[config.mk]
export PLATFORM = sky130hd
export DESIGN_NAME = json_string_unescape_utf8_top
export DESIGN_NICKNAME = d
export VERILOG_FILES = /design/src/hdl/jsu_pkg.sv /design/src/hdl/jsu_front.sv /design/src/hdl/jsu_queue.sv /design/src/hdl/jsu_back.sv /design/src/hdl/json_string_unescape_utf8_top.sv
export SDC_FILE = /design/constraint.sdc
export NUM_CORES = 1
export LEC_CHECK = 0
export BUFFER_PORTS_ARGS = -buffer_cell sky130_fd_sc_hd__buf_2
export CORE_ASPECT_RATIO = 0.8
export CORE_MARGIN = 5
export CORE_UTILIZATION = 57
export CTS_CLUSTER_DIAMETER = 150
export DETAILED_ROUTE_END_ITERATION = 16
export PLACE_DENSITY = 0.77
export REMOVE_ABC_BUFFERS = 1
export SYNTH_ARGS = -nofsm -noshare
export SYNTH_HDL_FRONTEND = slang
export SYNTH_SLANG_ARGS = --single-unit
[constraint.sdc]
create_clock -name clk -period 3.8 [get_ports clk]
set_input_delay 0.76 -clock clk [delete_from_list [all_inputs] [get_ports clk]]
set_output_delay 0.76 -clock clk [all_outputs]
set_load 0.02 [all_outputs]
[src/hdl/jsu_pkg.sv]
// Shared types and constants of the JSON string unescape block.
package jsu_pkg;

	localparam logic [1:0] KIND_BYTE  = 2'd0;
	localparam logic [1:0] KIND_DONE  = 2'd1;
	localparam logic [1:0] KIND_ERROR = 2'd2;

	localparam logic [2:0] ERR_UNEXPECTED   = 3'd0;
	localparam logic [2:0] ERR_UNTERM_STR   = 3'd1;
	localparam logic [2:0] ERR_UNTERM_ESC   = 3'd2;
	localparam logic [2:0] ERR_UNKNOWN_ESC  = 3'd3;
	localparam logic [2:0] ERR_TRUNC_ESC    = 3'd4;
	localparam logic [2:0] ERR_BAD_HEX      = 3'd5;

	localparam int QUEUE_DEPTH = 2;

	// One transfer from the front to the back: an optional code point that
	// the back writes out as UTF-8, followed by an optional single result.
	typedef struct packed {
		logic        has_code;
		logic [31:0] code;
		logic        has_tail;
		logic [1:0]  kind;
		logic [7:0]  tail_byte;
		logic [2:0]  err;
	} cmd_t;

endpackage

[src/hdl/jsu_front.sv]
// Front end: parse state machine that turns each text byte into at most one command.
module jsu_front import jsu_pkg::*; (
	input  logic       clk,
	input  logic       arst_n,
	input  logic       fire,
	input  logic [7:0] data_byte,
	input  logic       text_ended,
	output logic       push,
	output cmd_t       cmd
);

	typedef enum logic [2:0] {
		MODE_IDLE     = 3'd0,
		MODE_STR      = 3'd1,
		MODE_ESC      = 3'd2,
		MODE_HEX1     = 3'd3,
		MODE_HIGH     = 3'd4,
		MODE_HIGH_ESC = 3'd5,
		MODE_HEX2     = 3'd6
	} mode_t;

	mode_t       mode_q, mode_n;
	logic [1:0]  cnt_q, cnt_n;
	logic [15:0] acc_q, acc_n;
	logic [15:0] held_q, held_n;
	logic        bad_q, bad_n;

	logic [4:0]  hex_d;
	logic [15:0] acc_shift;
	logic        bad_shift;
	logic        esc_ok;
	logic [7:0]  esc_val;
	logic [31:0] pair_code;

	// Value of a hex digit, or 16 when the byte is not one.
	function automatic logic [4:0] hex_value(input logic [7:0] c);
		logic [7:0] t;
		t = 8'd16;
		if (c inside {[8'h30:8'h39]}) t = c - 8'h30;
		else if (c inside {[8'h61:8'h66]}) t = c - 8'h57;
		else if (c inside {[8'h41:8'h46]}) t = c - 8'h37;
		return t[4:0];
	endfunction

	always_comb begin
		esc_ok = 1'b1;
		case (data_byte)
			8'h22:   esc_val = 8'h22;
			8'h5C:   esc_val = 8'h5C;
			8'h2F:   esc_val = 8'h2F;
			8'h62:   esc_val = 8'h08;
			8'h66:   esc_val = 8'h0C;
			8'h6E:   esc_val = 8'h0A;
			8'h72:   esc_val = 8'h0D;
			8'h74:   esc_val = 8'h09;
			default: begin
				esc_val = 8'h00;
				esc_ok  = 1'b0;
			end
		endcase
	end

	assign hex_d     = hex_value(data_byte);
	assign acc_shift = {acc_q[11:0], hex_d[3:0]};
	assign bad_shift = bad_q | hex_d[4];
	assign pair_code = 32'h0001_0000 + ((32'(held_q) - 32'h0000_D800) << 10)
		+ (32'(acc_shift) - 32'h0000_DC00);

	always_comb begin
		mode_n = mode_q;
		cnt_n  = cnt_q;
		acc_n  = acc_q;
		held_n = held_q;
		bad_n  = bad_q;
		cmd    = '0;
		case (mode_q)
			MODE_IDLE: begin
				if (text_ended || data_byte != 8'h22) begin
					cmd.has_tail = 1'b1;
					cmd.kind     = KIND_ERROR;
					cmd.err      = ERR_UNEXPECTED;
				end else begin
					mode_n = MODE_STR;
				end
			end
			MODE_STR, MODE_HIGH: begin
				if (mode_q == MODE_HIGH) begin
					cmd.has_code = 1'b1;
					cmd.code     = 32'(held_q);
					held_n       = '0;
				end
				if (text_ended) begin
					cmd.has_tail = 1'b1;
					cmd.kind     = KIND_ERROR;
					cmd.err      = ERR_UNTERM_STR;
				end else if (data_byte == 8'h22) begin
					cmd.has_tail = 1'b1;
					cmd.kind     = KIND_DONE;
					mode_n       = MODE_IDLE;
					held_n       = '0;
				end else if (data_byte == 8'h5C) begin
					mode_n = (mode_q == MODE_HIGH) ? MODE_HIGH_ESC : MODE_ESC;
				end else begin
					cmd.has_tail  = 1'b1;
					cmd.kind      = KIND_BYTE;
					cmd.tail_byte = data_byte;
					mode_n        = MODE_STR;
				end
			end
			MODE_ESC, MODE_HIGH_ESC: begin
				if (!text_ended && data_byte == 8'h75) begin
					mode_n = (mode_q == MODE_HIGH_ESC) ? MODE_HEX2 : MODE_HEX1;
					cnt_n  = '0;
					acc_n  = '0;
					bad_n  = 1'b0;
				end else begin
					if (mode_q == MODE_HIGH_ESC) begin
						cmd.has_code = 1'b1;
						cmd.code     = 32'(held_q);
						held_n       = '0;
					end
					cmd.has_tail = 1'b1;
					if (text_ended) begin
						cmd.kind = KIND_ERROR;
						cmd.err  = ERR_UNTERM_ESC;
					end else if (esc_ok) begin
						cmd.kind      = KIND_BYTE;
						cmd.tail_byte = esc_val;
						mode_n        = MODE_STR;
					end else begin
						cmd.kind = KIND_ERROR;
						cmd.err  = ERR_UNKNOWN_ESC;
					end
				end
			end
			MODE_HEX1, MODE_HEX2: begin
				if (text_ended) begin
					cmd.has_tail = 1'b1;
					cmd.kind     = KIND_ERROR;
					cmd.err      = ERR_TRUNC_ESC;
				end else begin
					acc_n = acc_shift;
					bad_n = bad_shift;
					if (cnt_q != 2'd3) begin
						cnt_n = cnt_q + 2'd1;
					end else begin
						cnt_n = '0;
						if (bad_shift) begin
							cmd.has_tail = 1'b1;
							cmd.kind     = KIND_ERROR;
							cmd.err      = ERR_BAD_HEX;
						end else if (mode_q == MODE_HEX1) begin
							if (acc_shift >= 16'hD800 && acc_shift < 16'hDC00) begin
								held_n = acc_shift;
								mode_n = MODE_HIGH;
							end else begin
								cmd.has_code = 1'b1;
								cmd.code     = 32'(acc_shift);
								mode_n       = MODE_STR;
							end
						end else begin
							cmd.has_code = 1'b1;
							cmd.code     = pair_code;
							held_n       = '0;
							mode_n       = MODE_STR;
						end
					end
				end
			end
			default: begin
				mode_n = MODE_IDLE;
				cnt_n  = '0;
				acc_n  = '0;
				held_n = '0;
				bad_n  = 1'b0;
			end
		endcase
		// Every failure drops the whole parse state.
		if (cmd.has_tail && cmd.kind == KIND_ERROR) begin
			mode_n = MODE_IDLE;
			cnt_n  = '0;
			acc_n  = '0;
			held_n = '0;
			bad_n  = 1'b0;
		end
	end

	assign push = fire && (cmd.has_code || cmd.has_tail);

	always_ff @(posedge clk or negedge arst_n) begin
		if (!arst_n) begin
			mode_q <= MODE_IDLE;
			cnt_q  <= '0;
			acc_q  <= '0;
			held_q <= '0;
			bad_q  <= 1'b0;
		end else if (fire) begin
			mode_q <= mode_n;
			cnt_q  <= cnt_n;
			acc_q  <= acc_n;
			held_q <= held_n;
			bad_q  <= bad_n;
		end
	end

endmodule

[src/hdl/jsu_queue.sv]
// Two-entry command queue between the front and the back.
module jsu_queue import jsu_pkg::*; (
	input  logic clk,
	input  logic arst_n,
	input  logic push,
	input  cmd_t push_cmd,
	input  logic pop,
	output logic not_empty,
	output logic not_full,
	output cmd_t head
);

	cmd_t       mem_q [QUEUE_DEPTH];
	logic       wr_ptr_q, rd_ptr_q;
	logic [1:0] count_q;

	assign not_empty = (count_q != 2'd0);
	assign not_full  = (count_q != 2'(QUEUE_DEPTH));
	assign head      = mem_q[rd_ptr_q];

	always_ff @(posedge clk) begin
		if (push) begin
			mem_q[wr_ptr_q] <= push_cmd;
		end
	end

	always_ff @(posedge clk or negedge arst_n) begin
		if (!arst_n) begin
			wr_ptr_q <= 1'b0;
			rd_ptr_q <= 1'b0;
			count_q  <= '0;
		end else begin
			if (push) wr_ptr_q <= ~wr_ptr_q;
			if (pop) rd_ptr_q <= ~rd_ptr_q;
			if (push && !pop) count_q <= count_q + 2'd1;
			else if (pop && !push) count_q <= count_q - 2'd1;
		end
	end

endmodule

[src/hdl/jsu_back.sv]
// Back end: expands each command into UTF-8 bytes and results, one per cycle while the output is not stalled.
module jsu_back import jsu_pkg::*; (
	input  logic       clk,
	input  logic       arst_n,
	input  logic       q_valid,
	input  cmd_t       q_head,
	output logic       q_pop,
	output logic       out_valid,
	input  logic       out_ready,
	output logic [7:0] out_byte,
	output logic [1:0] result_kind,
	output logic [2:0] error_code,
	output logic       last_of_run
);

	logic [7:0] enc_bytes [4];
	logic [2:0] enc_n;

	logic       cur_valid_q;
	logic [7:0] cur_bytes_q [4];
	logic [2:0] cur_ncode_q;
	logic       cur_has_tail_q;
	logic [1:0] cur_kind_q;
	logic [7:0] cur_tail_byte_q;
	logic [2:0] cur_err_q;
	logic [2:0] cur_idx_q;

	logic [2:0] total;
	logic       emit;
	logic       is_last;

	logic       out_valid_q;
	logic [7:0] out_byte_q;
	logic [1:0] out_kind_q;
	logic [2:0] out_err_q;
	logic       out_last_q;

	// UTF-8 encoding of the head command's code point.
	always_comb begin
		logic [31:0] c;
		c = q_head.code;
		enc_bytes[0] = '0;
		enc_bytes[1] = '0;
		enc_bytes[2] = '0;
		enc_bytes[3] = '0;
		if (c < 32'h80) begin
			enc_n        = 3'd1;
			enc_bytes[0] = c[7:0];
		end else if (c < 32'h800) begin
			enc_n        = 3'd2;
			enc_bytes[0] = 8'hC0 | {3'b000, c[10:6]};
			enc_bytes[1] = 8'h80 | {2'b00, c[5:0]};
		end else if (c < 32'h1_0000) begin
			enc_n        = 3'd3;
			enc_bytes[0] = 8'hE0 | {4'h0, c[15:12]};
			enc_bytes[1] = 8'h80 | {2'b00, c[11:6]};
			enc_bytes[2] = 8'h80 | {2'b00, c[5:0]};
		end else begin
			enc_n        = 3'd4;
			enc_bytes[0] = 8'hF0 | c[25:18];
			enc_bytes[1] = 8'h80 | {2'b00, c[17:12]};
			enc_bytes[2] = 8'h80 | {2'b00, c[11:6]};
			enc_bytes[3] = 8'h80 | {2'b00, c[5:0]};
		end
		if (!q_head.has_code) enc_n = 3'd0;
	end

	assign total   = cur_ncode_q + {2'b00, cur_has_tail_q};
	assign emit    = cur_valid_q && (!out_valid_q || out_ready);
	assign is_last = (cur_idx_q == total - 3'd1);
	assign q_pop   = q_valid && (!cur_valid_q || (emit && is_last));

	always_ff @(posedge clk) begin
		if (q_pop) begin
			cur_bytes_q     <= enc_bytes;
			cur_ncode_q     <= enc_n;
			cur_has_tail_q  <= q_head.has_tail;
			cur_kind_q      <= q_head.kind;
			cur_tail_byte_q <= q_head.tail_byte;
			cur_err_q       <= q_head.err;
		end
		if (emit) begin
			out_last_q <= is_last;
			if (cur_idx_q < cur_ncode_q) begin
				out_byte_q <= cur_bytes_q[cur_idx_q[1:0]];
				out_kind_q <= KIND_BYTE;
				out_err_q  <= '0;
			end else begin
				out_byte_q <= cur_tail_byte_q;
				out_kind_q <= cur_kind_q;
				out_err_q  <= cur_err_q;
			end
		end
	end

	always_ff @(posedge clk or negedge arst_n) begin
		if (!arst_n) begin
			cur_valid_q <= 1'b0;
			cur_idx_q   <= '0;
			out_valid_q <= 1'b0;
		end else begin
			if (q_pop) begin
				cur_valid_q <= 1'b1;
				cur_idx_q   <= '0;
			end else if (emit) begin
				cur_idx_q <= cur_idx_q + 3'd1;
				if (is_last) cur_valid_q <= 1'b0;
			end
			if (emit) out_valid_q <= 1'b1;
			else if (out_ready) out_valid_q <= 1'b0;
		end
	end

	assign out_valid   = out_valid_q;
	assign out_byte    = out_byte_q;
	assign result_kind = out_kind_q;
	assign error_code  = out_err_q;
	assign last_of_run = out_last_q;

endmodule

[src/hdl/json_string_unescape_utf8_top.sv]
// Top level of the JSON string unescape block with UTF-8 output.
//
//  Channel  Direction  Handshake            Payload
//  in       input      in_valid / in_ready  data_byte, text_ended
//  out      output     out_valid/out_ready  out_byte, result_kind, error_code, last_of_run
//
// The block accepts one text byte per cycle as long as each byte yields at most one
// result and the output is not stalled; a byte that yields several results holds the output port until all have gone.
// The output register, fed by one expansion stage, limits the rate: it moves one
// result per cycle while out_ready allows, and a two-entry command queue lets the parser keep going meanwhile.
// A result passes through the command queue and the expansion stage on its way to the output register.
// Reset is asynchronous and returns the parser to idle, awaiting an opening quote.
// A stall on the output fills the queue, after which in_ready drops until a slot frees.
module json_string_unescape_utf8_top import jsu_pkg::*; (
	input  logic       clk,
	input  logic       arst_n,
	input  logic       in_valid,
	output logic       in_ready,
	input  logic [7:0] data_byte,
	input  logic       text_ended,
	output logic       out_valid,
	input  logic       out_ready,
	output logic [7:0] out_byte,
	output logic [1:0] result_kind,
	output logic [2:0] error_code,
	output logic       last_of_run
);

	logic fire;
	logic push;
	cmd_t cmd;
	logic q_not_empty;
	logic q_not_full;
	cmd_t q_head;
	logic q_pop;

	// The parser state moves on every input transfer; the queue must have room for
	// whatever command that byte produces, so readiness depends on queue space only.
	assign in_ready = q_not_full;
	assign fire     = in_valid && in_ready;

	jsu_front u_front (
		.clk        (clk),
		.arst_n     (arst_n),
		.fire       (fire),
		.data_byte  (data_byte),
		.text_ended (text_ended),
		.push       (push),
		.cmd        (cmd)
	);

	jsu_queue u_queue (
		.clk       (clk),
		.arst_n    (arst_n),
		.push      (push),
		.push_cmd  (cmd),
		.pop       (q_pop),
		.not_empty (q_not_empty),
		.not_full  (q_not_full),
		.head      (q_head)
	);

	// The back end writes code points out as UTF-8 and then the closing result.
	jsu_back u_back (
		.clk         (clk),
		.arst_n      (arst_n),
		.q_valid     (q_not_empty),
		.q_head      (q_head),
		.q_pop       (q_pop),
		.out_valid   (out_valid),
		.out_ready   (out_ready),
		.out_byte    (out_byte),
		.result_kind (result_kind),
		.error_code  (error_code),
		.last_of_run (last_of_run)
	);

`ifndef SYNTHESIS
	// Completion and error results carry no byte.
	a_no_byte_on_status: assert property (@(posedge clk) disable iff (!arst_n)
		out_valid && result_kind != KIND_BYTE |-> out_byte == 8'h00)
		else $error("status result carries a nonzero byte");

	// Only error results carry an error code.
	a_code_only_on_error: assert property (@(posedge clk) disable iff (!arst_n)
		out_valid && result_kind != KIND_ERROR |-> error_code == ERR_UNEXPECTED)
		else $error("non-error result carries an error code");

	// Completion and errors always close the run of one input byte.
	a_status_is_last: assert property (@(posedge clk) disable iff (!arst_n)
		out_valid && result_kind != KIND_BYTE |-> last_of_run)
		else $error("status result is not the last of its run");
`endif

endmodule

==> results of run 1 <==
==> layer usage <==
| layer | track usage [%] | up-vias | share of wire (%) |
|---|---|---|---|
| li1 | - | 3272 | - |
| met5 | 0 | - | 0 |
| met4 | 6.17 | 0 | 1.4 |
| met3 | 4.20 | 26 | 5.9 |
| met1 | 32.8 | 3369 | 48 |
| met2 | 32.6 | 225 | 45 |
==> registers in the layout, summed over array words and instances (netlist names), 8 cells and up <==
register / flops
u_queue.mem_q: 94
u_back.cur_bytes_q: 29
u_back.out_byte: 8
u_back.cur_tail_byte_q: 8
u_front.acc_q: 12
u_front.held_q: 16
==> logic make-up (layout without fill, tap and decap cells) <==
| family | Yosys count | after routing |
|---|---|---|
| adder cells (fa/ha/maj) | 50 | 50 |
| AND/OR/NAND/NOR | 229 | 229 |
| AO/OA/AOI/OAI | 203 | 203 |
| flip-flops | 197 | 197 |
| buffers and inverters | 70 | 134 |
| XOR/XNOR | 28 | 28 |
| multiplexers | 52 | 52 |
==> critical path, stage by stage, from the launching register on <==
cell	delay, ns
dfrtp_1	0.35
buf_4	0.14
inv_1	0.09
ha_1	0.30
inv_1	0.04
ha_1	0.27
ha_1	0.21
inv_1	0.07
fa_1	0.38
nor2b_1	0.20
o31a_1	0.22
o211ai_1	0.15
a311oi_1	0.32
o31a_1	0.21
o21ai_0	0.16
nor2b_1	0.20
==> per-stage QoR <==
| stage | instance area, um^2 | instances | setup WS (ns) | setup TNS [ns] |
|---|---|---|---|---|
| global route | 11400 | 1118 | 0.0248 | 0 |
| detailed placement | 10800 | 1086 | 0.104 | 0 |
| global placement | 10800 | 1086 | 0.232 | 0 |
| floorplan | 10000 | 799 | -1.50 | -101.52 |
| finish | 11400 | 1118 | 0.236 | 0 |
| CTS | 11400 | 1118 | 0.259 | 0 |
==> synthesized netlist by cell type, types with 3 or more instances <==
library cell / instances
or2_2: 5
inv_1: 36
clkbuf_1: 21
xnor2_1: 14
and3_1: 3
nand2_1: 47
a21oi_1: 48
nor2b_1: 17
o22ai_1: 7
nand4_1: 5
nand3_1: 16
o21ai_0: 31
nand3b_1: 3
a2bb2oi_1: 3
mux2i_1: 15
nand2b_1: 7
o31a_1: 3
a22oi_1: 4
mux2_2: 28
nor2_1: 59
a311oi_1: 3
and2_1: 10
nor4_1: 14
ha_1: 49
o2bb2ai_1: 7
a21o_1: 10
a31oi_1: 8
dfrtp_1: 43
buf_2: 4
mux4_2: 9
a22o_1: 35
edfxtp_1: 154
a221oi_1: 3
or3_1: 8
o211ai_1: 7
a211oi_1: 6
nor3_1: 18
o21bai_1: 3
xor2_1: 14
nor3b_1: 4
o21a_1: 8
==> worst paths after layout <==
check	from	endpoint	slack [ns]	cells after the start
setup reg to reg	u_front.acc_q[6]	u_queue.mem_q[1][45]	0.24	15
min in group clk	u_front.cnt_q[1]	u_front.cnt_q[1]	0.53	1
setup / recovery	u_front.acc_q[6]	u_queue.mem_q[1][45]	0.24	15
max in group asynchronous	arst_n	u_queue.rd_ptr_q	2.58	1
hold reg to reg	u_front.cnt_q[1]	u_front.cnt_q[1]	0.53	1
hold / removal	arst_n	u_front.cnt_q[0]	0.51	1
==> cell type report <==
cell class	instances	area (um^2)	share of cell area [%]
timing repair buffer	62	433	3.80
clock buffer	17	425	3.73
multi-input combinational	562	4180	36.7
clock inverter	15	230	2.02
tap	225	282	2.47
inverter	40	153	1.34
sequential	197	5700	50.0
==> where the power goes <==
part | internal, mW | switching [mW] | total (mW) | leakage (nW)
combinational | 0.661 | 0.946 | 1.61 | 2.04
clock | 1.02 | 0.904 | 1.93 | 0.317
sequential | 2.93 | 0.243 | 3.17 | 2.00
total | 4.61 | 2.09 | 6.70 | 4.36
==> out/summary.txt, run 1 <==
Register area share after synthesis: 56.1%
Final-report hold violation count: 0
Area Overhead vs Synth: 12.3%
Post-CTS Resized: 0
Clk sinks: 197
Setup repair bufs after CTS: 0
Layout cell share with drive strength beyond 1: 17.2%
Simple-gate share of the synthesized area: 11.7%
Syn Std Cell Area: 10200 um^2
1st-iter DRT viols: 784
PortBufs: 28
Crit Path Category: reg -> reg
ANT cells: 0
Ranking of synthesized cells by area: edfxtp_1 46%, dfrtp_1 11%, ha_1 6.0%
Peak VDD IR: 366 uV
Drt first pass iters: 5
Number of synthesized flops with an enable pin: 154
Synth Instances: 829
Clk slew on worst S/H paths: 0.08 ns
Pwr Total: 6.70 mW
Worst hold slack: 0.507 ns
CTS root buffer: clkbuf_16
Routability cong.: 0.939
Crit-path max FO: 6
Final min period: 3.56 ns
Yosys reg bits: 197
HP Class: in -> async
DR WL/cell: 19.4 um
Ys flop type: edfxtp_1
Largest net degree at the start of global routing: 51
Total die area: 20600 um^2
Worst slew pin tran: 1.05 ns
DRC: 0
Status: finished clean
Die X: 159 um
Multiplexer share of the synthesized area: 6.58%
Vias in the first global route: 6497
GRT Total Usage: 21.7%
Post-synth cell types: 73
First-pass GRT wire length: 35100 um
Most frequent cells in the layout: 154 x edfxtp_1, 58 x nor2_1, 49 x ha_1
Avg Inst Size Synth: 12.3 um^2
Post-synth top area share: 45.5%
Synth Area in Compound Gates: 14.1%
Critical Path RT: 3.99 ns
Setup violators final: 0
Clock Latency Late Sink: 0.45 ns
Routed Antenna Nets: 0
Main combinational cell family by area after synthesis: compound AO/OA/AOI/OAI gates
Cts hold-fix bufs: 0
Die Y: 129 um
Filler instances: 1265
Total Wirelength: 21700 um
Grt ovf: 0
Startpoint Class: register
Initial antenna violation count: 0
Layout Nets: 943
CTS Buf Count: 17
Slew Limit Fails: 0
Unrepaired setup endpoints after global routing: no
Power Density: 588 nW/um^2
Clock skew: 0.0146 ns
Via count: 6892
Detailed placement HPWL: 15500 um
Peak Freq: 0.281 GHz
Post-synth ARST share: 21.8%
Warning count from the yosys run: 0
CP arrival: 3.76 ns
CTS Buffer Depth: 2
Via density: 6.16
Tcrit/Tclk final: 93.8%
Largest area contributor in the netlist: edfxtp_1
Initial Utilization: 58.3%
Commonest non-fill, non-tap cell in the layout: edfxtp_1
CTS tree: yes
Core Footprint: 17400 um^2
P_leak: 4.36 nW
CP Capture Type: register
H-tree depth: 4
Max_slew headroom: 30.0%
Max-cap viol count: 0
Fin util: 65.4%
IO Pins: 29
Synth Area in XOR/XNOR: 2.41%
Synth Area in Adders: 6.23%
Row Count: 43
(Power assumes the default switching activity.)
==> inputs of run 2 (changes only) <==
--- a/config.mk
+++ b/config.mk
@@ -8,10 +8,11 @@
 export BUFFER_PORTS_ARGS = -buffer_cell sky130_fd_sc_hd__buf_2
 export CORE_ASPECT_RATIO = 0.8
 export CORE_MARGIN = 5
-export CORE_UTILIZATION = 57
+export CORE_UTILIZATION = 60
 export CTS_CLUSTER_DIAMETER = 150
 export DETAILED_ROUTE_END_ITERATION = 16
 export PLACE_DENSITY = 0.77
+export RECOVER_POWER = 50
 export REMOVE_ABC_BUFFERS = 1
 export SYNTH_ARGS = -nofsm -noshare
 export SYNTH_HDL_FRONTEND = slang
==> constraint.sdc (replaced) <==
create_clock -name clk -period 4.5 [get_ports clk]
set_input_delay 0.9 -clock clk [delete_from_list [all_inputs] [get_ports clk]]
set_output_delay 0.9 -clock clk [all_outputs]
set_load 0.02 [all_outputs]
==> run 2 against run 1 <==
  * The run now ends with max-capacitance violations, max-slew violations left
  * Cell count fell by 2.1%
  * Clock-buffer cell count up 1
  * Setup slack improved by 0.12 ns
  * Flip-flop and latch count unchanged
  * Sequential power fell by 15%
  * Clock power is 21% lower
  * First-iteration DRC count is 23% lower
  * Register-to-register slack gained 0.13 ns
  * Clock skew is 0.0028 ns lower
  * Core utilization up 1.6 points
  * Non-clock buffer count fell by 18
  * Die area fell by 4.7%
  * Largest power group unchanged
==> out/summary.txt, run 2 (synthesized netlist as in run 1, its figures left out) <==
DRC: 0
Initial antenna violation count: 0
HP Class: reg -> reg
Clock Latency Late Sink: 0.44 ns
Setup violators final: 0
Via count: 6918
Cts hold-fix bufs: 0
Crit-path max FO: 47
Crit Path Category: in -> reg
Crit-path slowest cell: and2_2
Dpl cell area: 10600 um^2
Layout Nets: 925
Int Power: 3.74 mW
Largest register FFs: 94
Largest regs: u_queue.mem_q (94), u_back.cur_bytes_q (29), u_front.held_q (16)
Initial Utilization: 61.2%
Clock power frac: 27.9%
Clk slew on worst S/H paths: 0.08 ns
Post-CTS Resized: 0
Most frequent cells in the layout: 154 x edfxtp_1, 58 x nor2_1, 49 x a21oi_1, 49 x ha_1, 47 x nand2_1
CTS tree: yes
Net Sw Power: 1.75 mW
IO Pins: 29
Power Density: 493 nW/um^2
DR WL/cell: 20.2 um
Peak Freq: 0.242 GHz
Routability cong.: 0.947
Pwr Total: 5.49 mW
CTS Buf Count: 17
Clock skew: 0.0118 ns
Clk sinks: 197
CP cell instances: clkbuf_1 -> inv_1 -> ha_1 -> o21bai_1 -> a21oi_1 -> a21oi_1 -> o311ai_0 -> nor3b_1 -> o31ai_2 -> inv_2 -> and2_2
Layout cell share with drive strength beyond 1: 11.9%
P_leak: 4.17 nW
CP arrival: 4.19 ns
Setup slack, reg-to-reg: 0.37 ns
1st-iter DRT viols: 606
Largest net degree at the start of global routing: 51
Max_slew headroom: -60.0%
Routed Antenna Nets: 0
Setup repair bufs after CTS: 0
Combinational Power Share: 22.9%
Sequential power share: 49.3%
Total die area: 19600 um^2
Tcrit/Tclk final: 92.0%
CP Capture Type: register
Largest register by flop count: u_queue.mem_q
Area Overhead vs Synth: 9.52%
Slew Limit Fails: 44
Final Cell Area: 11100 um^2
Sw frac: 31.9%
Peak VDD IR: 296 uV
Worst slew pin tran: 2.40 ns
CTS Buffer Depth: 2
GRT Total Usage: 23.4%
Unrepaired setup endpoints after global routing: no
First-pass GRT wire length: 36000 um
Die Y: 126 um
Worst hold slack: 0.509 ns
Final min period: 4.14 ns
H-tree depth: 4
Total Wirelength: 22200 um
Max-cap viol count: 1
Critical Path RT: 4.55 ns
Vias in the first global route: 6779
Final-report hold violation count: 0
Core Footprint: 16600 um^2
Startpoint Class: primary input
Die X: 155 um
CTS root buffer: clkbuf_16
PortBufs: 28
Status: finished, violations left
Drt first pass iters: 5
Commonest non-fill, non-tap cell in the layout: edfxtp_1
Via density: 6.32
Detailed placement HPWL: 15900 um
Grt ovf: 0
Most frequent CP cell: a21oi_1
Row Count: 42
Failing checks: max-capacitance violations, max-slew violations
Slowest Stage Delay on Critical Path: 0.90 ns
ANT cells: 0
run 2: layout make-up:
| cell class | instances | area, um^2 |
|---|---|---|
| flip-flops and latches | 197 | 5700 |
| fillers | 1241 | 5480 |
| multi-input cells | 562 | 4170 |
| clock buffers | 18 | 439 |
| well taps | 220 | 275 |
| repair buffers | 44 | 216 |
| clock inverters | 14 | 175 |
| inverters | 40 | 153 |
run 2: per-stage QoR:
| step | setup slack, ns | instances | utilization (%) | setup TNS [ns] |
|---|---|---|---|---|
| finish | 0.360 | 1095 | 67.0 | 0 |
| global placement | 0.211 | 1063 | 63.7 | 0 |
| global route | 0.0587 | 1095 | 67.0 | 0 |
| floorplan | -0.936 | 799 | - | -48.29 |
| CTS | 0.406 | 1095 | 67.4 | 0 |
| detailed placement | 0.0168 | 1063 | 63.7 | 0 |
run 2: critical path, delay by kind of cell:
kind	cells	cell delay [ns]
buf+inv	3	0.44
simple gates	2	1.39
fa+ha+maj	1	0.23
compound gates	5	1.21
run 2: power by group through the flow:
stage | Clock (mW) | Sequential (mW) | Combinational, mW
floorplan | 0 | 2.78 | 0.808
global placement | 0 | 2.72 | 1.23
detailed placement | 0 | 2.74 | 1.28
CTS | 1.54 | 2.70 | 1.29
global route | 1.63 | 2.75 | 1.37
finish | 1.53 | 2.70 | 1.26
run 2: worst paths after layout:
kind                                     from                   end  cells after the start
min                        u_back.cur_valid_q      u_back.out_valid                      1
max in group asynchronous              arst_n      u_queue.wr_ptr_q                      1
max                              data_byte[0]  u_queue.mem_q[1][37]                     11
min reg2reg                u_back.cur_valid_q      u_back.out_valid                      1
min in group asynchronous              arst_n      u_front.cnt_q[0]                      1
max reg2reg                  u_front.acc_q[7]  u_queue.mem_q[0][44]                     12
run 2: per-layer routing:
layer  wire, um  global-route usage, %  vias up
li1           -                      -     3234
met1      10300                   34.7     3410
met2      10100                   35.9      238
met3       1410                   4.83       36
met4        296                   5.40        0
met5          0                      0        -
